**src/hw/rtl/seven_segment_frame_serializer_core_macros.svh**
```systemverilog
// Assertion macros for the seven-segment frame serializer.
// Both forms take a label, clock, reset, antecedent, consequent and message.
`ifndef SEVEN_SEGMENT_FRAME_SERIALIZER_CORE_MACROS_SVH
`define SEVEN_SEGMENT_FRAME_SERIALIZER_CORE_MACROS_SVH
`ifndef SYNTH
// Same-cycle implication.
`define SSSF_ASSERT_IMP(label, clk, rst, ante, cons, msg) \
   label: assert property (@(posedge clk) disable iff (rst) (ante) |-> (cons)) \
      else $error(msg);
// Next-cycle implication.
`define SSSF_ASSERT_NXT(label, clk, rst, ante, cons, msg) \
   label: assert property (@(posedge clk) disable iff (rst) (ante) |=> (cons)) \
      else $error(msg);
`else
`define SSSF_ASSERT_IMP(label, clk, rst, ante, cons, msg)
`define SSSF_ASSERT_NXT(label, clk, rst, ante, cons, msg)
`endif
`endif

```
**src/hw/rtl/sssf_pkg.sv**
```systemverilog
`timescale 1ns / 1ps

package sssf_pkg;

   // Width of the bit position carried on each result beat.
   localparam int unsigned INDEX_W = 5;

   // Reciprocal of ten in 0.19 fixed point; exact for every 16-bit value.
   localparam logic [15:0] DIV10_MUL   = 16'hCCCD;
   localparam int unsigned DIV10_SHIFT = 19;

   // One result beat: frame bit, its position and the latch request.
   typedef struct packed {
      logic                 latch_after;
      logic [INDEX_W-1:0]   bit_index;
      logic                 serial_bit;
   } rsp_beat_type;

   // Quotient of a 16-bit value by ten.
   function automatic logic [12:0] div10(input logic [15:0] x);
      logic [31:0] prod;
      begin
         prod = 32'(x) * 32'(DIV10_MUL);
         return prod[31:DIV10_SHIFT];
      end
   endfunction

   // Remainder by ten, given the quotient; ten times q is built from shifts.
   function automatic logic [3:0] rem10(input logic [15:0] x, input logic [15:0] q);
      logic [15:0] diff;
      begin
         diff = x - (q << 3) - (q << 1);
         return diff[3:0];
      end
   endfunction

   // Segments for the hundreds (upper half) and units displays.
   function automatic logic [15:0] outer_seg(input logic [3:0] d);
      logic [15:0] seg;
      begin
         unique case (d)
            4'd0:    seg = 16'h7007;
            4'd1:    seg = 16'h4001;
            4'd2:    seg = 16'h300B;
            4'd3:    seg = 16'h600B;
            4'd4:    seg = 16'h400D;
            4'd5:    seg = 16'h600E;
            4'd6:    seg = 16'h700E;
            4'd7:    seg = 16'h4003;
            4'd8:    seg = 16'h700F;
            4'd9:    seg = 16'h600F;
            default: seg = 16'h0000;
         endcase
         return seg;
      end
   endfunction

   // Segments for the tens display.
   function automatic logic [15:0] middle_seg(input logic [3:0] d);
      logic [15:0] seg;
      begin
         unique case (d)
            4'd0:    seg = 16'h0770;
            4'd1:    seg = 16'h0410;
            4'd2:    seg = 16'h03B0;
            4'd3:    seg = 16'h06B0;
            4'd4:    seg = 16'h04D0;
            4'd5:    seg = 16'h06E0;
            4'd6:    seg = 16'h07E0;
            4'd7:    seg = 16'h0430;
            4'd8:    seg = 16'h07F0;
            4'd9:    seg = 16'h06F0;
            default: seg = 16'h0000;
         endcase
         return seg;
      end
   endfunction

   // LED bar pattern; a count above eight lights nothing.
   function automatic logic [15:0] bar_seg(input logic [3:0] n);
      logic [15:0] seg;
      begin
         unique case (n)
            4'd0:    seg = 16'h0000;
            4'd1:    seg = 16'h0100;
            4'd2:    seg = 16'h0300;
            4'd3:    seg = 16'h0700;
            4'd4:    seg = 16'h0F00;
            4'd5:    seg = 16'h0F80;
            4'd6:    seg = 16'h0FC0;
            4'd7:    seg = 16'h0FE0;
            4'd8:    seg = 16'h0FF0;
            default: seg = 16'h0000;
         endcase
         return seg;
      end
   endfunction

   // Decimal-point mask for the selected display.
   function automatic logic [31:0] point_mask(input logic [1:0] p);
      logic [31:0] mask;
      begin
         unique case (p)
            2'd0:    mask = 32'h0000_0000;
            2'd1:    mask = 32'h0000_8000;
            2'd2:    mask = 32'h0000_0800;
            default: mask = 32'h8000_0000;
         endcase
         return mask;
      end
   endfunction

   // Full 32-bit display frame from the three digits, bar count and point.
   function automatic logic [31:0] compose(input logic [3:0] hundreds,
                                           input logic [3:0] tens,
                                           input logic [3:0] units,
                                           input logic [3:0] leds,
                                           input logic [1:0] dot);
      logic [31:0] frame;
      begin
         frame = {outer_seg(hundreds) | bar_seg(leds), 16'h0000};
         frame = frame | {16'h0000, middle_seg(tens) | outer_seg(units)};
         frame = frame | point_mask(dot);
         return frame;
      end
   endfunction

endpackage

```
**src/hw/rtl/sssf_front.sv**
```systemverilog
`timescale 1ns / 1ps

module sssf_front #(
   parameter int unsigned FRAME_BITS = 32
) (
   input  logic                  clock,
   input  logic                  reset,
   input  logic                  req_valid,
   output logic                  req_ready,
   input  logic                  req_func,
   input  logic [15:0]           req_value,
   input  logic [3:0]            req_led_count,
   input  logic [1:0]            req_point_sel,
   input  logic [31:0]           req_raw_word,
   output logic                  push_valid,
   input  logic                  push_ready,
   output logic [FRAME_BITS-1:0] push_frame
);

   // Stage valid bits.
   logic s1_valid_ff, s2_valid_ff, s3_valid_ff, s4_valid_ff;
   logic pipe_adv;

   // Fields that ride along all stages.
   logic        s1_func_ff, s2_func_ff, s3_func_ff, s4_func_ff;
   logic [3:0]  s1_led_ff,  s2_led_ff,  s3_led_ff,  s4_led_ff;
   logic [1:0]  s1_dot_ff,  s2_dot_ff,  s3_dot_ff,  s4_dot_ff;
   logic [31:0] s1_raw_ff,  s2_raw_ff,  s3_raw_ff,  s4_raw_ff;

   // Digit extraction values.
   logic [15:0] s1_value_ff, s2_value_ff;
   logic [12:0] s2_q1_ff, s3_q1_ff;
   logic [9:0]  s3_q2_ff, s4_q2_ff;
   logic [6:0]  s4_q3_ff;
   logic [3:0]  s3_units_ff, s4_units_ff;
   logic [3:0]  s4_tens_ff;

   // Next values of the digit registers.
   logic [12:0] s2_q1_in;
   logic [9:0]  s3_q2_in;
   logic [6:0]  s4_q3_in;
   logic [3:0]  s3_units_in, s4_tens_in, hundreds;
   logic [31:0] composed;

   // The whole pipeline moves together whenever its last stage can drain.
   assign pipe_adv  = !s4_valid_ff || push_ready;
   assign req_ready = pipe_adv && !reset;

   // One division by ten per stage, each product registered before the next.
   always_comb begin
      s2_q1_in    = sssf_pkg::div10(s1_value_ff);
      s3_units_in = sssf_pkg::rem10(s2_value_ff, 16'(s2_q1_ff));
      s3_q2_in    = 10'(sssf_pkg::div10(16'(s2_q1_ff)));
      s4_tens_in  = sssf_pkg::rem10(16'(s3_q1_ff), 16'(s3_q2_ff));
      s4_q3_in    = 7'(sssf_pkg::div10(16'(s3_q2_ff)));
      hundreds    = sssf_pkg::rem10(16'(s4_q2_ff), 16'(s4_q3_ff));
      composed    = sssf_pkg::compose(hundreds, s4_tens_ff, s4_units_ff,
                                      s4_led_ff, s4_dot_ff);
   end

   // Frame selection at the last stage.
   assign push_valid = s4_valid_ff;
   assign push_frame = s4_func_ff ? FRAME_BITS'(s4_raw_ff) : FRAME_BITS'(composed);

   // Stage valid bits.
   always_ff @(posedge clock) begin
      if (reset) begin
         s1_valid_ff <= 1'b0;
         s2_valid_ff <= 1'b0;
         s3_valid_ff <= 1'b0;
         s4_valid_ff <= 1'b0;
      end else if (pipe_adv) begin
         s1_valid_ff <= req_valid;
         s2_valid_ff <= s1_valid_ff;
         s3_valid_ff <= s2_valid_ff;
         s4_valid_ff <= s3_valid_ff;
      end
   end

   // Stage payload.
   always_ff @(posedge clock) begin
      if (pipe_adv) begin
         s1_func_ff  <= req_func;
         s1_value_ff <= req_value;
         s1_led_ff   <= req_led_count;
         s1_dot_ff   <= req_point_sel;
         s1_raw_ff   <= req_raw_word;

         s2_func_ff  <= s1_func_ff;
         s2_value_ff <= s1_value_ff;
         s2_q1_ff    <= s2_q1_in;
         s2_led_ff   <= s1_led_ff;
         s2_dot_ff   <= s1_dot_ff;
         s2_raw_ff   <= s1_raw_ff;

         s3_func_ff  <= s2_func_ff;
         s3_q1_ff    <= s2_q1_ff;
         s3_q2_ff    <= s3_q2_in;
         s3_units_ff <= s3_units_in;
         s3_led_ff   <= s2_led_ff;
         s3_dot_ff   <= s2_dot_ff;
         s3_raw_ff   <= s2_raw_ff;

         s4_func_ff  <= s3_func_ff;
         s4_q2_ff    <= s3_q2_ff;
         s4_q3_ff    <= s4_q3_in;
         s4_tens_ff  <= s4_tens_in;
         s4_units_ff <= s3_units_ff;
         s4_led_ff   <= s3_led_ff;
         s4_dot_ff   <= s3_dot_ff;
         s4_raw_ff   <= s3_raw_ff;
      end
   end

endmodule

```
**src/hw/rtl/sssf_queue.sv**
```systemverilog
`timescale 1ns / 1ps

module sssf_queue #(
   parameter int unsigned FRAME_BITS = 32
) (
   input  logic                  clock,
   input  logic                  reset,
   input  logic                  push_valid,
   output logic                  push_ready,
   input  logic [FRAME_BITS-1:0] push_frame,
   output logic                  pop_valid,
   input  logic                  pop,
   output logic [FRAME_BITS-1:0] pop_frame
);

   localparam logic [1:0] DEPTH = 2'd2;

   logic [FRAME_BITS-1:0] head_ff, head_in;
   logic [FRAME_BITS-1:0] tail_ff, tail_in;
   logic [1:0]            count_ff, count_in;
   logic [1:0]            slot;
   logic                  do_push, do_pop;

   assign push_ready = (count_ff != DEPTH);
   assign pop_valid  = (count_ff != 2'd0);
   assign pop_frame  = head_ff;

   // Two-entry queue: the head is always the oldest frame.
   always_comb begin
      do_push  = push_valid && push_ready;
      do_pop   = pop && pop_valid;
      count_in = count_ff + 2'(do_push) - 2'(do_pop);
      slot     = count_ff - 2'(do_pop);
      head_in  = head_ff;
      tail_in  = tail_ff;
      if (do_pop) begin
         head_in = tail_ff;
      end
      if (do_push) begin
         if (slot == 2'd0) begin
            head_in = push_frame;
         end else begin
            tail_in = push_frame;
         end
      end
   end

   always_ff @(posedge clock) begin
      if (reset) begin
         count_ff <= 2'd0;
      end else begin
         count_ff <= count_in;
      end
   end

   always_ff @(posedge clock) begin
      head_ff <= head_in;
      tail_ff <= tail_in;
   end

endmodule

```
**src/hw/rtl/sssf_back.sv**
```systemverilog
`timescale 1ns / 1ps

module sssf_back #(
   parameter int unsigned FRAME_BITS = 32
) (
   input  logic                   clock,
   input  logic                   reset,
   input  logic                   frame_valid,
   input  logic [FRAME_BITS-1:0]  frame_data,
   output logic                   frame_pop,
   output logic                   beat_valid,
   input  logic                   beat_ready,
   output sssf_pkg::rsp_beat_type beat
);

   localparam int unsigned CNT_W = $clog2(FRAME_BITS);

   logic                   active_ff, active_in;
   logic [FRAME_BITS-1:0]  shift_ff, shift_in;
   logic [CNT_W-1:0]       cnt_ff, cnt_in;
   logic                   out_valid_ff, out_valid_in;
   sssf_pkg::rsp_beat_type beat_ff, beat_in;
   logic                   out_adv, last_bit;

   assign beat_valid = out_valid_ff;
   assign beat       = beat_ff;

   // Load a frame, then shift one bit per cycle into the output register while the output is not stalled.
   always_comb begin
      out_adv      = !out_valid_ff || beat_ready;
      last_bit     = (cnt_ff == CNT_W'(FRAME_BITS - 1));
      active_in    = active_ff;
      shift_in     = shift_ff;
      cnt_in       = cnt_ff;
      out_valid_in = out_valid_ff;
      beat_in      = beat_ff;
      frame_pop    = 1'b0;
      if (!active_ff) begin
         if (frame_valid) begin
            frame_pop = 1'b1;
            active_in = 1'b1;
            shift_in  = frame_data;
            cnt_in    = '0;
         end
         if (out_adv) begin
            out_valid_in = 1'b0;
         end
      end else if (out_adv) begin
         out_valid_in        = 1'b1;
         beat_in.serial_bit  = shift_ff[0];
         beat_in.bit_index   = sssf_pkg::INDEX_W'(cnt_ff);
         beat_in.latch_after = last_bit;
         shift_in            = shift_ff >> 1;
         cnt_in              = cnt_ff + CNT_W'(1);
         if (last_bit) begin
            active_in = 1'b0;
         end
      end
   end

   always_ff @(posedge clock) begin
      if (reset) begin
         active_ff    <= 1'b0;
         out_valid_ff <= 1'b0;
      end else begin
         active_ff    <= active_in;
         out_valid_ff <= out_valid_in;
      end
   end

   always_ff @(posedge clock) begin
      shift_ff <= shift_in;
      cnt_ff   <= cnt_in;
      beat_ff  <= beat_in;
   end

endmodule

```
**src/hw/rtl/seven_segment_frame_serializer_core.sv**
```systemverilog
`timescale 1ns / 1ps
// Seven-segment frame serializer.
// The req channel takes one beat per frame. With tuser low the frame is
// built from the low three decimal digits of value, the LED bar count and
// the decimal-point position; with tuser high raw_word is the frame.
// The rsp channel gives one beat per frame bit, least significant first,
// with the bit position in tdata and tlast on the final bit, which is the
// moment to pulse the display latch.
// An accepted req beat passes front stages s1 to s4, the queue and the
// serializer's load before its first rsp beat is registered. The
// serializer shifts out one bit per cycle while rsp is not stalled, then
// loads the next frame from its queue, so that loop sets the sustained rate.
// A four-stage digit pipeline and a two-frame queue sit ahead of the
// serializer, so up to six more req beats are taken while a frame shifts.
// Reset clears all valid state; nothing in flight survives it.
// A stall on rsp holds the current beat; the queue then fills and req_tready
// drops until space returns.
`include "seven_segment_frame_serializer_core_macros.svh"

module seven_segment_frame_serializer_core #(
   parameter int unsigned FRAME_BITS = 32
) (
   input  logic        clock,
   input  logic        reset,
   input  logic        req_tvalid,
   output logic        req_tready,
   // value[15:0], led_count[19:16], point_sel[21:20], raw_word[53:22], zero[55:54]
   input  logic [55:0] req_tdata,
   // func[0]
   input  logic        req_tuser,
   output logic        rsp_tvalid,
   input  logic        rsp_tready,
   // serial_bit[0], bit_index[5:1], zero[7:6]
   output logic [7:0]  rsp_tdata,
   output logic        rsp_tlast
);

   logic                   push_valid, push_ready;
   logic [FRAME_BITS-1:0]  push_frame;
   logic                   pop_valid, pop;
   logic [FRAME_BITS-1:0]  pop_frame;
   sssf_pkg::rsp_beat_type beat;

   // Front end: digit extraction and frame composition.
   sssf_front #(
      .FRAME_BITS (FRAME_BITS)
   ) u_front (
      .clock         (clock),
      .reset         (reset),
      .req_valid     (req_tvalid),
      .req_ready     (req_tready),
      .req_func      (req_tuser),
      .req_value     (req_tdata[15:0]),
      .req_led_count (req_tdata[19:16]),
      .req_point_sel (req_tdata[21:20]),
      .req_raw_word  (req_tdata[53:22]),
      .push_valid    (push_valid),
      .push_ready    (push_ready),
      .push_frame    (push_frame)
   );

   // Frame queue between the two halves.
   sssf_queue #(
      .FRAME_BITS (FRAME_BITS)
   ) u_queue (
      .clock      (clock),
      .reset      (reset),
      .push_valid (push_valid),
      .push_ready (push_ready),
      .push_frame (push_frame),
      .pop_valid  (pop_valid),
      .pop        (pop),
      .pop_frame  (pop_frame)
   );

   // Back end: bit serializer.
   sssf_back #(
      .FRAME_BITS (FRAME_BITS)
   ) u_back (
      .clock       (clock),
      .reset       (reset),
      .frame_valid (pop_valid),
      .frame_data  (pop_frame),
      .frame_pop   (pop),
      .beat_valid  (rsp_tvalid),
      .beat_ready  (rsp_tready),
      .beat        (beat)
   );

   // Output packing.
   assign rsp_tdata = {2'b00, beat.bit_index, beat.serial_bit};
   assign rsp_tlast = beat.latch_after;

   // The latch request only comes with the last bit position of a frame.
   `SSSF_ASSERT_IMP(a_last_index, clock, reset, rsp_tvalid && rsp_tlast,
      rsp_tdata[5:1] == 5'(FRAME_BITS - 1), "latch request on a bit other than the last")
   // Inside a frame the next bit is ready right after a beat is taken.
   `SSSF_ASSERT_NXT(a_no_gap, clock, reset, rsp_tvalid && rsp_tready && !rsp_tlast,
      rsp_tvalid, "gap inside a frame")
   // Bit positions step by one inside a frame.
   `SSSF_ASSERT_NXT(a_index_step, clock, reset, rsp_tvalid && rsp_tready && !rsp_tlast,
      rsp_tdata[5:1] == $past(rsp_tdata[5:1]) + 5'd1, "bit position did not advance by one")

endmodule

```
**config.mk**
```make
export PLATFORM = sky130hd
export DESIGN_NAME = seven_segment_frame_serializer_core
export DESIGN_NICKNAME = d
export VERILOG_FILES = /design/src/hw/rtl/sssf_pkg.sv /design/src/hw/rtl/sssf_front.sv /design/src/hw/rtl/sssf_queue.sv /design/src/hw/rtl/sssf_back.sv /design/src/hw/rtl/seven_segment_frame_serializer_core.sv
export VERILOG_INCLUDE_DIRS = /design/src /design/src/hw/rtl
export SDC_FILE = /design/constraint.sdc
export NUM_CORES = 1
export LEC_CHECK = 0
export BUFFER_PORTS_ARGS = -buffer_cell sky130_fd_sc_hd__buf_4
export CORE_MARGIN = 2
export CORE_UTILIZATION = 45
export CTS_BUF_LIST = sky130_fd_sc_hd__clkbuf_4
export CTS_CLUSTER_SIZE = 28
export DETAILED_ROUTE_END_ITERATION = 10
export PLACE_DENSITY = 0.59
export SYNTH_ARGS = -nofsm -noshare
export SYNTH_HDL_FRONTEND = slang
export SYNTH_SLANG_ARGS = --single-unit
```
**constraint.sdc**
```tcl
create_clock -name clock -period 13.7 [get_ports clock]
set_clock_uncertainty 0.1 [all_clocks]
set_input_delay 1.37 -clock clock [delete_from_list [all_inputs] [get_ports clock]]
set_output_delay 1.37 -clock clock [all_outputs]
set_load 0.02 [all_outputs]
```
After elaboration in Yosys (flattened, before gate mapping). Memory sizes are Yosys's and may differ from the RTL's. A register that Yosys moved wholly into a read port is not among the register bits. Cells that the tools add are included.

Flip-flop bits (word level): 338. ROM bits: 464. Bits of input ports: 61. Output and inout bits: 11. Memories kept: 4.

Memories: (no name shown) (words 16, width 8, read ports 1, clocked after Yosys merged registers in 1, wr ports 0, RTL line sssf_pkg.sv:83) `unique case (n)`; (no name shown) (words 16, width 7, read ports 1, clocked after Yosys merged registers in 0, wr ports 0, RTL line sssf_pkg.sv:41) `unique case (d)`; (no name shown) (words 16, width 7, read ports 1, clocked after Yosys merged registers in 1, wr ports 0, RTL line sssf_pkg.sv:62) `unique case (d)`; (no name shown) (words 16, width 7, read ports 1, clocked after Yosys merged registers in 1, wr ports 0, RTL line sssf_pkg.sv:41).

$add $sub $neg: 10. Multipliers: 3. Equality and inequality tests: 5. Multiplexer cells: 22. Bitwise operators: 5. Reductions and logical operators: 15.

Operators by type and width (number): $mux 32 (7); $pmux 32 s3 (1); $mul 16x16->32 const B (1); $or 16x16->16 (2); $or 32x16->32 (1); $or 32x32->32 (1); $mul 13x16->29 const B (1); $sub 4x4->4 (6); $mul 10x16->22 const B (1); $mux 5 (3); $mux 4 (3); $mux 1 (8); $reduce_and 2->1 (3); $add 5x1->5 const B (1); $eq 5x5->1 const B (1); $logic_not 2->1 (2); $ne 2x2->1 const B (2); $reduce_bool 2->1 (2); $sub 2x1->2 (2); $logic_and 1x1->1 (3); $logic_not 1->1 (3); $add 2x1->2 (1); $eq 2x1->1 const B (1); $eq 2x2->1 const B (1); 2 further kinds (3).

Logic depth before layout (Yosys ltp). Gate-level depths: netlist (run 1). An unclocked memory read counts as a cell.

Depth after elaboration: 9. Gate-level depth with buffers: 20. Depth with buffers taken out: 20.

Cells and area by module. From an unflattened synthesis (run 1), not the netlist that was laid out.

Cells, all modules: 1735. Area, all modules: 22375.2 sq um.

By module, submodules not included: sssf_front (instances 1, cells each 1476, area an instance 17957.2 sq um, seq. area each 7186.9 sq um); sssf_queue (instances 1, cells each 153, area an instance 2512.4 sq um, seq. area each 1641.6 sq um); sssf_back (instances 1, cells each 103, area an instance 1886.8 sq um, seq. area each 1361.3 sq um); seven_segment_frame_serializer_core (instances 1, cells each 3, area an instance 18.8 sq um, seq. area each 0.0 sq um).

Worst setup path before layout (run 1). Ideal clock, no wire load.

Path type: reg-to-reg. Start point: reg u_front.s1_value_ff[4]. End point: reg u_front.s2_q1_ff[12], data pin. Setup time: 0.270 ns. Arrival: 5.258 ns. Required time: 13.330 ns. Setup slack: 8.072 ns. Stages on the path, launching flop included: 20. Clock period less this slack: 5.628 ns. Cell sequence: edfxtp_1 -> ha_1 -> xor2_1 -> ha_1 -> fa_1 -> inv_1 -> fa_1 -> inv_1 -> fa_1 -> inv_1 -> fa_1 -> inv_1 -> ha_1 -> a21oi_1 -> o21ai_0 -> a31oi_1 -> o311ai_4 -> a2111oi_4 -> o31a_2 -> a211oi_2.

Word-level cells in the longest chain between the ends: 1.

Ends and longest elaborated chain: start, declared (RTL line sssf_front.sv:31) `logic [15:0] s1_value_ff, s2_value_ff;`; start signal, assigned (RTL line sssf_front.sv:84) `s1_value_ff <= req_value;`; $mul 16x16->32 (RTL line sssf_pkg.sv:23) `prod = 32'(x) * 32'(DIV10_MUL);`; via u_front.s2_q1_in[12] (RTL line sssf_front.sv:39) `logic [12:0] s2_q1_in;`; end signal, assigned (RTL line sssf_front.sv:91) `s2_q1_ff <= s2_q1_in;`; end, declared (RTL line sssf_front.sv:32) `logic [12:0] s2_q1_ff, s3_q1_ff;`.

The timed path passes the listed nets, and every way through them passes these cells. A chain may end at the register's enable or synchronous reset.

Worst setup path in the final report (run 1).
Start point: reg u_front.s1_value_ff[7]. End point: reg u_front.s2_q1_ff[12], data pin.

The elaborated chain is that of the path after synthesis.

==> key figures, run 1 <==
Timing
  • Setup TNS: 0 ns
  • Final period util: 44.6%
  • Final setup violation count: 0
  • Slew headroom: a little over a third
  • F_max: between 150 and 200 MHz
  • Setup ws final: 7.58 ns
  • Worst-margin pin slew: 0.952 ns
  • RSZ-0062 raised after global routing: no
  • Final hold vios: 0
  • Slew Viols, Final: 0
  • Minimum period implied by the final worst setup slack: just over 6 ns

Yosys
  • Sequential area share after synthesis: 45.9%
  • Main flop type after synthesis: edfxtp_1
  • Mapped Area: between 20000 and 25000 sq um
  • #FFs+latches synth: 360
  • Post-synth EDFFs: 298
  • Yosys cell types: 67
  • Synth Warn #: 0
  • Avg Synthesized Cell Area: 12.6 sq um
  • Synth async-reset ratio: 0%
  • Synthesized instance count: 1761

Critical path
  • Cell mode on critical path: fa_1
  • Setup crit start: u_front.s1_value_ff[7]
  • Crit-path cells: ha_1 > inv_1 > fa_1 > inv_1 > fa_1 > fa_1 > fa_1 > inv_1 > fa_1 > inv_1 > ha_1 > a21oi_1 > o21ai_0 > a31oi_1 > o311ai_4 > a2111oi_4 > o31a_2 > a211oi_2
  • Worst Path Max Fanout: 5
  • FF-to-FF path depth: 18
  • Worst r2r src: u_front.s1_value_ff[7]
  • Crit Path Class: reg -> reg
  • Critical Path AT: 6.50 ns
  • Worst setup EP type: flip-flop
  • Startpoint Class: flip-flop
  • Worst path max stage delay: 0.56 ns
  • Slowest-stage cell, CP: fa_1
  • WP data required: 14.09 ns

Global route
  • Initial antenna violation count: 2
  • First-pass GRT wire length: 65.9 mm
  • Total grt overflow: 0
  • Vias in the first global route: about 13000
  • GRT Overall Usage: roughly 17%
  • Pin count of the biggest net entering global routing: between 70 and 80

Drt
  • DRT antenna net count: 0
  • Drt total wl: 40.4 mm
  • Residual DRC: 0
  • Total iterations of the first detailed-routing run: 5
  • Via count: 12600
  • Vias per cell: 4.75
  • DRT iter0 DRCs: 474
  • Routed len/inst: 15.2 microns

Clock tree
  • CTS tree: built
  • Maximum root-to-sink buffer count: 3
  • Clock Latency Late Sink: roughly 0.8 ns
  • Hold_buf cts: 0
  • CTS Sinks: 360
  • PostCTS Resize Cnt: 0
  • Worst-path clk slew: approximately 0.060 ns
  • H-Tree Level Count: 3
  • Post-CTS setup buffer count: 0
  • CTS root buffer: clkbuf_4
  • CTS Buf Count: 98

Finish
  • Layout Cells excl Fill: 2656
  • Most frequent cells in the layout: inv_1, ha_1, edfxtp_1
  • Commonest non-fill, non-tap cell in the layout: inv_1
  • Share of cells above drive strength 1: 16.2%
  • Final nets: 2431
  • Area growth from synthesis to final layout: 11.8%
  • Fillers: 4346

Floorplanning
  • Row count: 81
  • Chip width: 226 microns
  • Io pins: a little over 70
  • Core footprint: 48800 sq um
  • Initial Util: 45.5%
  • Die H: approximately 230 microns
  • Die ar.: 51200 sq um

Place
  • Pre-CTS setup slack: 7.61 ns
  • # port buffers: 67
  • RD Place Congestion: 0.852
  • Placed insts: 2476
  • Detailed Place HPWL: 30.2 mm

Min path
  • Min-delay worst type: reg -> reg
  • Hold wc startpoint: u_front.s2_raw_ff[11]
  • Min-Delay Path Depth: 0

Flow run
  • Maxcap violations: 0

Outcome
  • Status: completed
-- through the flow --
| stage | util [%] | cell area [sq um] | hold WS, ns |
|---|---|---|---|
| 6_report | 50.9 | 24800 | 0.296 |
| 5_1_grt | 50.9 | 24800 | 0.300 |
| 3_5_place_dp | 48.2 | 23600 | 0.305 |
| 4_1_cts | 50.8 | 24800 | 0.304 |
| 3_3_place_gp | 48.2 | 23600 | 0.301 |
| 2_1_floorplan | - | 22200 | 0.300 |
-- registers in the layout, summed over array words and instances, names as in the netlist, 5 cells and up --
name	cells
u_back.beat	7
u_back.cnt_ff	5
u_back.shift_ff	32
u_front.composed	22
u_front.s1_raw_ff	32
u_front.s1_value_ff	16
u_front.s2_q1_ff	13
u_front.s2_raw_ff	32
u_front.s3_q2_ff	10
u_front.s3_raw_ff	32
u_front.s4_raw_ff	32
u_queue.pop_frame	32
u_queue.tail_ff	32
-- worst paths after layout --
kind                            to  slack (ns)
max           u_front.s2_q1_ff[12]        7.58
min          u_front.s3_raw_ff[11]        0.30
max reg2reg   u_front.s2_q1_ff[12]        7.58
min reg2reg  u_front.s3_raw_ff[11]        0.30
-- worst max-delay path, delay by kind of cell (launching register included) --
kind            cells  cell delay [ns]
compound gates      7             1.60
fa+ha+maj           7             3.35
buf+inv             4             0.26
flops               1             0.52
-- cells in the mapped netlist (11+ instances only) --
cell        n  area (sq um)
clkbuf_1   19          71.3
a21oi_1    40           200
mux2i_1    13           130
nand2_1   105           394
o21ai_0    27           135
dfxtp_1    62          1240
ha_1      302          3780
a31oi_1    36           225
inv_1     369          1390
xnor2_1    36           315
edfxtp_1  298          8950
mux2_2     57           642
nand3_1    11          55.1
a21o_1     23           173
fa_1      156          3120
xor2_1     24           210
nor2_1     56           210
-- layer usage --
layer | global-route usage [%] | share of wire, % | up-vias
met5 | 0 | 0 | -
met4 | 5.94 | 2.3 | 0
met3 | 3.72 | 3.4 | 70
met2 | 28.3 | 49 | 185
met1 | 20.6 | 45 | 6026
li1 | - | - | 6323
-- layout make-up --
| type | instances | area (sq um) | share of cell area, % |
|---|---|---|---|
| well taps | 664 | 831 | 3.34 |
| clock buffers | 160 | 1200 | 4.84 |
| inverters | 370 | 1390 | 5.59 |
| flip-flops and latches | 360 | 10200 | 41.0 |
| clock inverters | 17 | 82.6 | 0.332 |
| repair buffers | 76 | 571 | 2.30 |
| multi-input cells | 1006 | 10600 | 42.6 |
| diodes | 3 | 7.51 | 0.0302 |
-- cells by family (layout without fill, tap and decap cells) --
group	after synthesis	after routing	synth area share (%)
adder cells (fa/ha/maj)	458	458	31.1
AO/OA/AOI/OAI	189	189	5.75
flip-flops	360	360	45.9
buffers and inverters	396	623	6.73
XOR/XNOR	61	61	2.44
AND/OR/NAND/NOR	224	224	4.54
multiplexers	72	72	3.60
other	1	5	0.0169
Power of run 1 is left out: the tool's default activity adds up to more than one toggle a clock period on the data nets, which glitch-free logic cannot reach.
==> run 2: changes to the inputs <==
==> constraint.sdc (replaced) <==
create_clock -name clock -period 6.1 [get_ports clock]
set_clock_uncertainty 0.1 [all_clocks]
set_input_delay 0.61 -clock clock [delete_from_list [all_inputs] [get_ports clock]]
set_output_delay 0.61 -clock clock [all_outputs]
set_load 0.02 [all_outputs]
==> key figures, run 2 (synthesis results as in run 1) <==
Outcome
  • Status: completed (unchanged)

Global route
  • Initial antenna violation count: 3 (was 2)
  • Total grt overflow: 0 (unchanged)
  • Vias in the first global route: 13700 (was 13400)
  • GRT Overall Usage: 16.9% (was 16.6%)
  • First-pass GRT wire length: 67.6 mm (was 65.9 mm)
  • Pin count of the biggest net entering global routing: 103 (was 74)

Floorplanning
  • Row count: 81 (unchanged)
  • Chip width: 226 microns (unchanged)
  • Initial Util: 45.5% (unchanged)
  • Die ar.: 51200 sq um (unchanged)
  • Die H: 226 microns (unchanged)
  • Io pins: 72 (unchanged)
  • Core footprint: 48800 sq um (unchanged)

Finish
  • Area growth from synthesis to final layout: 15.0% (was 11.8%)
  • Most frequent cells in the layout: inv_1, ha_1, edfxtp_1 (unchanged)
  • Final nets: 2499 (was 2431)
  • Layout Cells excl Fill: 2718 (was 2656)
  • Share of cells above drive strength 1: 15.9% (was 16.2%)
  • Fillers: 4295 (was 4346)
  • Commonest non-fill, non-tap cell in the layout: inv_1 (unchanged)

Drt
  • Vias per cell: 4.74 (was 4.75)
  • Residual DRC: 0 (unchanged)
  • DRT iter0 DRCs: 494 (was 474)
  • DRT met1 WL: 18.3 mm (was 18.2 mm)
  • DRT antenna net count: 0 (unchanged)
  • Total iterations of the first detailed-routing run: 5 (unchanged)
  • Met3 WL post-DR: 1.43 mm (was 1.39 mm)
  • Top Layer Used: met5 (was met4)
  • Via count: 12900 (was 12600)
  • Drt total wl: 41.1 mm (was 40.4 mm)
  • Routed len/inst: 15.1 microns (was 15.2 microns)
  • Metal2 WL: 20.3 mm (was 19.9 mm)

Critical path
  • Crit Path Class: reg -> reg (unchanged)
  • WP data required: 6.54 ns (was 14.09 ns)
  • Startpoint Class: flip-flop (unchanged)
  • Worst r2r src: u_front.s1_value_ff[7] (unchanged)
  • Critical Path AT: 6.26 ns (was 6.50 ns)
  • Worst Path Max Fanout: 5 (unchanged)
  • Worst setup EP type: flip-flop (unchanged)
  • Setup crit start: u_front.s1_value_ff[7] (unchanged)

Timing
  • Final setup violation count: 0 (unchanged)
  • Slew headroom: 18.1% (was 36.5%)
  • Minimum period implied by the final worst setup slack: 5.82 ns (was 6.12 ns)
  • Hold WS: 0.291 ns (was 0.296 ns)
  • Final period util: 95.3% (was 44.6%)
  • Slew Viols, Final: 0 (unchanged)
  • Final hold vios: 0 (unchanged)
  • Worst-margin pin slew: 1.23 ns (was 0.952 ns)
  • F_max: 172 MHz (was 164 MHz)

Min path
  • Min-delay worst type: reg -> reg (unchanged)
  • Hold wc startpoint: u_front.s2_raw_ff[19] (was u_front.s2_raw_ff[11])

Clock tree
  • CTS Sinks: 360 (unchanged)
  • Clock Latency Late Sink: 0.80 ns (was 0.78 ns)
  • Worst-path clk slew: 0.06 ns (about the same)
  • CTS Buf Count: 94 (was 98)
  • CTS tree: built (unchanged)
  • CTS root buffer: clkbuf_4 (unchanged)
  • H-Tree Level Count: 3 (unchanged)
  • Maximum root-to-sink buffer count: 3 (unchanged)

Place
  • RD Place Congestion: 0.894 (was 0.852)
  • Placed insts: 2486 (was 2476)
  • Detailed Place HPWL: 30.9 mm (was 30.2 mm)
  • # port buffers: 67 (unchanged)

Flow run
  • Maxcap violations: 0 (unchanged)
[run 2: worst paths after layout]
kind | depth (start not counted) | slack (ns) | end
setup / recovery | 17 | 0.28 | u_front.s2_q1_ff[10]
hold / removal | 0 | 0.29 | u_front.s3_raw_ff[19]
setup reg to reg | 17 | 0.28 | u_front.s2_q1_ff[10]
hold reg to reg | 0 | 0.29 | u_front.s3_raw_ff[19]
[run 2: through the flow]
step	TNS (ns)	worst slack (ns)	instance area (sq um)	util [%]
global route	-0.00458	-0.00458	25600	52.3
detailed placement	0	0.0874	23600	48.4
floorplan	0	0.472	22200	-
global placement	0	0.112	23600	48.4
finish	0	0.284	25600	52.3
CTS	0	0.0454	25500	52.2
[run 2: cell type report]
cell class / count / area (sq um) / share of cell area, %
Inverter: 370 / 1390 / 5.43
Clock buffer: 147 / 1100 / 4.32
Tap cell: 664 / 831 / 3.25
Multi-Input combinational cell: 1006 / 10600 / 41.4
Clock inverter: 20 / 183 / 0.715
Antenna cell: 3 / 7.51 / 0.0294
Timing Repair Buffer: 148 / 1270 / 4.96
Sequential cell: 360 / 10200 / 39.9
[run 2: routing by layer]
metal / track usage, % / vias to the layer above
met1: 20.9 / 6148
met2: 28.8 / 199
met3: 3.88 / 78
met5: 0 / -
li1: - / 6463
met4: 6.09 / 2
[run 2: worst max-delay path, cell delays in order (launching register included)]
cell,delay [ns]
edfxtp_1,0.42
ha_1,0.34
inv_1,0.10
fa_1,0.54
inv_1,0.06
fa_1,0.51
fa_1,0.52
fa_1,0.54
inv_1,0.06
fa_1,0.53
inv_1,0.04
ha_1,0.31
nand2_1,0.11
or3_4,0.42
o311ai_4,0.34
a2111oi_4,0.17
o31a_2,0.34
xnor2_1,0.12
[run 2: what timing repair did]
action | CTS | global route
setup endpoints to repair | 0 | 6
resized for setup | 0 | 2
buffers inserted | 0 | 4
hold buffers | 58 | 0
endpoints found under the hold margin | 63 | 0
Power of run 2 is left out for the same reason.
==> run 3: changes to the inputs <==
--- a/config.mk
+++ b/config.mk
@@ -9,7 +9,7 @@
 export BUFFER_PORTS_ARGS = -buffer_cell sky130_fd_sc_hd__buf_4
 export CORE_MARGIN = 2
 export CORE_UTILIZATION = 45
-export CTS_BUF_LIST = sky130_fd_sc_hd__clkbuf_4
+export CTS_BUF_LIST = sky130_fd_sc_hd__clkbuf_16
 export CTS_CLUSTER_SIZE = 28
 export DETAILED_ROUTE_END_ITERATION = 10
 export PLACE_DENSITY = 0.59
==> key figures, run 3 (synthesis results as in run 1) <==
Global route
  • Initial antenna violation count: 1 (was 3)
  • Pin count of the biggest net entering global routing: 103 (unchanged)
  • Vias in the first global route: 13000 (was 13700)
  • Total grt overflow: 0 (unchanged)
  • GRT Overall Usage: 16.5% (was 16.9%)
  • First-pass GRT wire length: 66.2 mm (was 67.6 mm)

Floorplanning
  • Die H: 226 microns (unchanged)
  • Chip width: 226 microns (unchanged)
  • Core footprint: 48800 sq um (unchanged)
  • Io pins: 72 (unchanged)
  • Row count: 81 (unchanged)
  • Initial Util: 45.5% (unchanged)
  • Die ar.: 51200 sq um (unchanged)

Place
  • Detailed Place HPWL: 30.9 mm (unchanged)
  • # port buffers: 67 (unchanged)
  • RD Place Congestion: 0.894 (unchanged)

Clock tree
  • Clock Latency Late Sink: 0.56 ns (was 0.80 ns)
  • Maximum root-to-sink buffer count: 3 (unchanged)
  • Worst-path clk slew: 0.06 ns (about the same)
  • CTS Buf Count: 40 (was 94)
  • CTS root buffer: clkbuf_16 (was clkbuf_4)
  • H-Tree Level Count: 2 (was 3)
  • CTS tree: built (unchanged)
  • CTS Sinks: 360 (unchanged)

Outcome
  • Status: completed (unchanged)

Drt
  • Vias per cell: 4.81 (was 4.74)
  • Drt total wl: 40.3 mm (was 41.1 mm)
  • DRT antenna net count: 0 (unchanged)
  • Via count: 12300 (was 12900)
  • DRT iter0 DRCs: 472 (was 494)
  • Total iterations of the first detailed-routing run: 5 (unchanged)
  • Residual DRC: 0 (unchanged)
  • Routed len/inst: 15.7 microns (was 15.1 microns)

Min path
  • Min-Delay Path Depth: 1 (was 0)
  • Worst Hold End: u_front.s1_raw_ff[27] (was u_front.s3_raw_ff[19])
  • Hold wc startpoint: req_tdata[49] (was u_front.s2_raw_ff[19])
  • Min-delay worst type: in -> reg (was reg -> reg)

Timing
  • RSZ-0062 raised after global routing: no
  • Slew Viols, Final: 0 (unchanged)
  • Slew headroom: 19.7% (was 18.1%)
  • Final setup violation count: 0 (unchanged)
  • Setup TNS: 0 ns (unchanged)
  • F_max: 171 MHz (was 172 MHz)
  • Worst-margin pin slew: 1.20 ns (was 1.23 ns)
  • Final hold vios: 0 (unchanged)
  • Minimum period implied by the final worst setup slack: 5.86 ns (was 5.82 ns)
  • Final period util: 96.1% (was 95.3%)

Critical path
  • R2R Path End: u_front.s2_q1_ff[10] (unchanged)
  • WP data required: 6.31 ns (was 6.54 ns)
  • R2R setup slack: 0.24 ns (was 0.28 ns)
  • Startpoint Class: flip-flop (unchanged)
  • Worst setup EP type: flip-flop (unchanged)
  • FF-to-FF path depth: 17 (unchanged)
  • Setup crit start: u_front.s1_value_ff[7] (unchanged)
  • Crit Path Class: reg -> reg (unchanged)
  • Critical Path AT: 6.07 ns (was 6.26 ns)
  • Worst r2r src: u_front.s1_value_ff[7] (unchanged)
  • Worst Path Max Fanout: 5 (unchanged)

Finish
  • Fillers: 4298 (was 4295)
  • Most frequent cells in the layout: inv_1, ha_1, edfxtp_1 (unchanged)
  • Share of cells above drive strength 1: 11.8% (was 15.9%)
  • Final nets: 2388 (was 2499)
  • Register area: 10200 sq um (unchanged)
  • Fin util: 51.1% (was 52.3%)
  • Multi-input logic area: 10600 sq um (about the same)
  • ANT cells: 0 (was 3)
  • Area growth from synthesis to final layout: 12.3% (was 15.0%)
  • Commonest non-fill, non-tap cell in the layout: inv_1 (unchanged)

Flow run
  • Maxcap violations: 0 (unchanged)
-- run 3: final cells by class --
class                           instances  share of cell area (%)
Tap cell                              664                    3.33
Clock inverter                         32                   0.868
Inverter                              370                    5.57
Sequential cell                       360                    40.9
Clock buffer                           41                    4.11
Timing Repair Buffer                   91                    2.79
Multi-Input combinational cell       1006                    42.5
-- run 3: repair_timing --
action                                  CTS  global route
endpoints found under the setup margin    0             6
gates resized for setup                   0             5
hold buffers                              0             0
setup buffers                             0             5
-- run 3: worst max-delay path: stages, from the launching register on --
cell and delay [ns]:
edfxtp_1 0.42, ha_1 0.34, inv_1 0.10, fa_1 0.54, inv_1 0.06, fa_1 0.51
fa_1 0.52, fa_1 0.54, inv_1 0.06, fa_1 0.53, inv_1 0.04, ha_1 0.33
nand2_2 0.10, or3_4 0.40, o311ai_4 0.33, a2111oi_4 0.17, o31a_2 0.38, xnor2_1 0.12
-- run 3: per-layer routing --
metal	track usage, %	wire length, microns
met2	28.5	19900
met3	2.39	1130
met1	21.2	18300
met4	5.50	1050
met5	0	13
-- run 3: worst max path at each step --
stage                            to  slack [ns]
4_1_cts        u_front.s2_q1_ff[12]        0.04
5_1_grt        u_front.s2_q1_ff[10]       0.003
3_5_place_dp   u_front.s2_q1_ff[12]        0.09
2_1_floorplan  u_front.s2_q1_ff[12]        0.47
6_report       u_front.s2_q1_ff[10]        0.24
3_3_place_gp   u_front.s2_q1_ff[12]        0.11
-- run 3: stage by stage --
stage                     setup WS [ns]  cells  instance area (sq um)  hold WS [ns]
final                             0.238   2564                  24900         0.127
after global routing            0.00284   2564                  24900        0.0992
after CTS                        0.0382   2559                  24900        0.0947
after detailed placement         0.0874   2486                  23600         0.305
after global placement            0.112   2486                  23600         0.301
after floorplan                   0.472   1762                  22200         0.300
Power of run 3 is left out for the same reason.
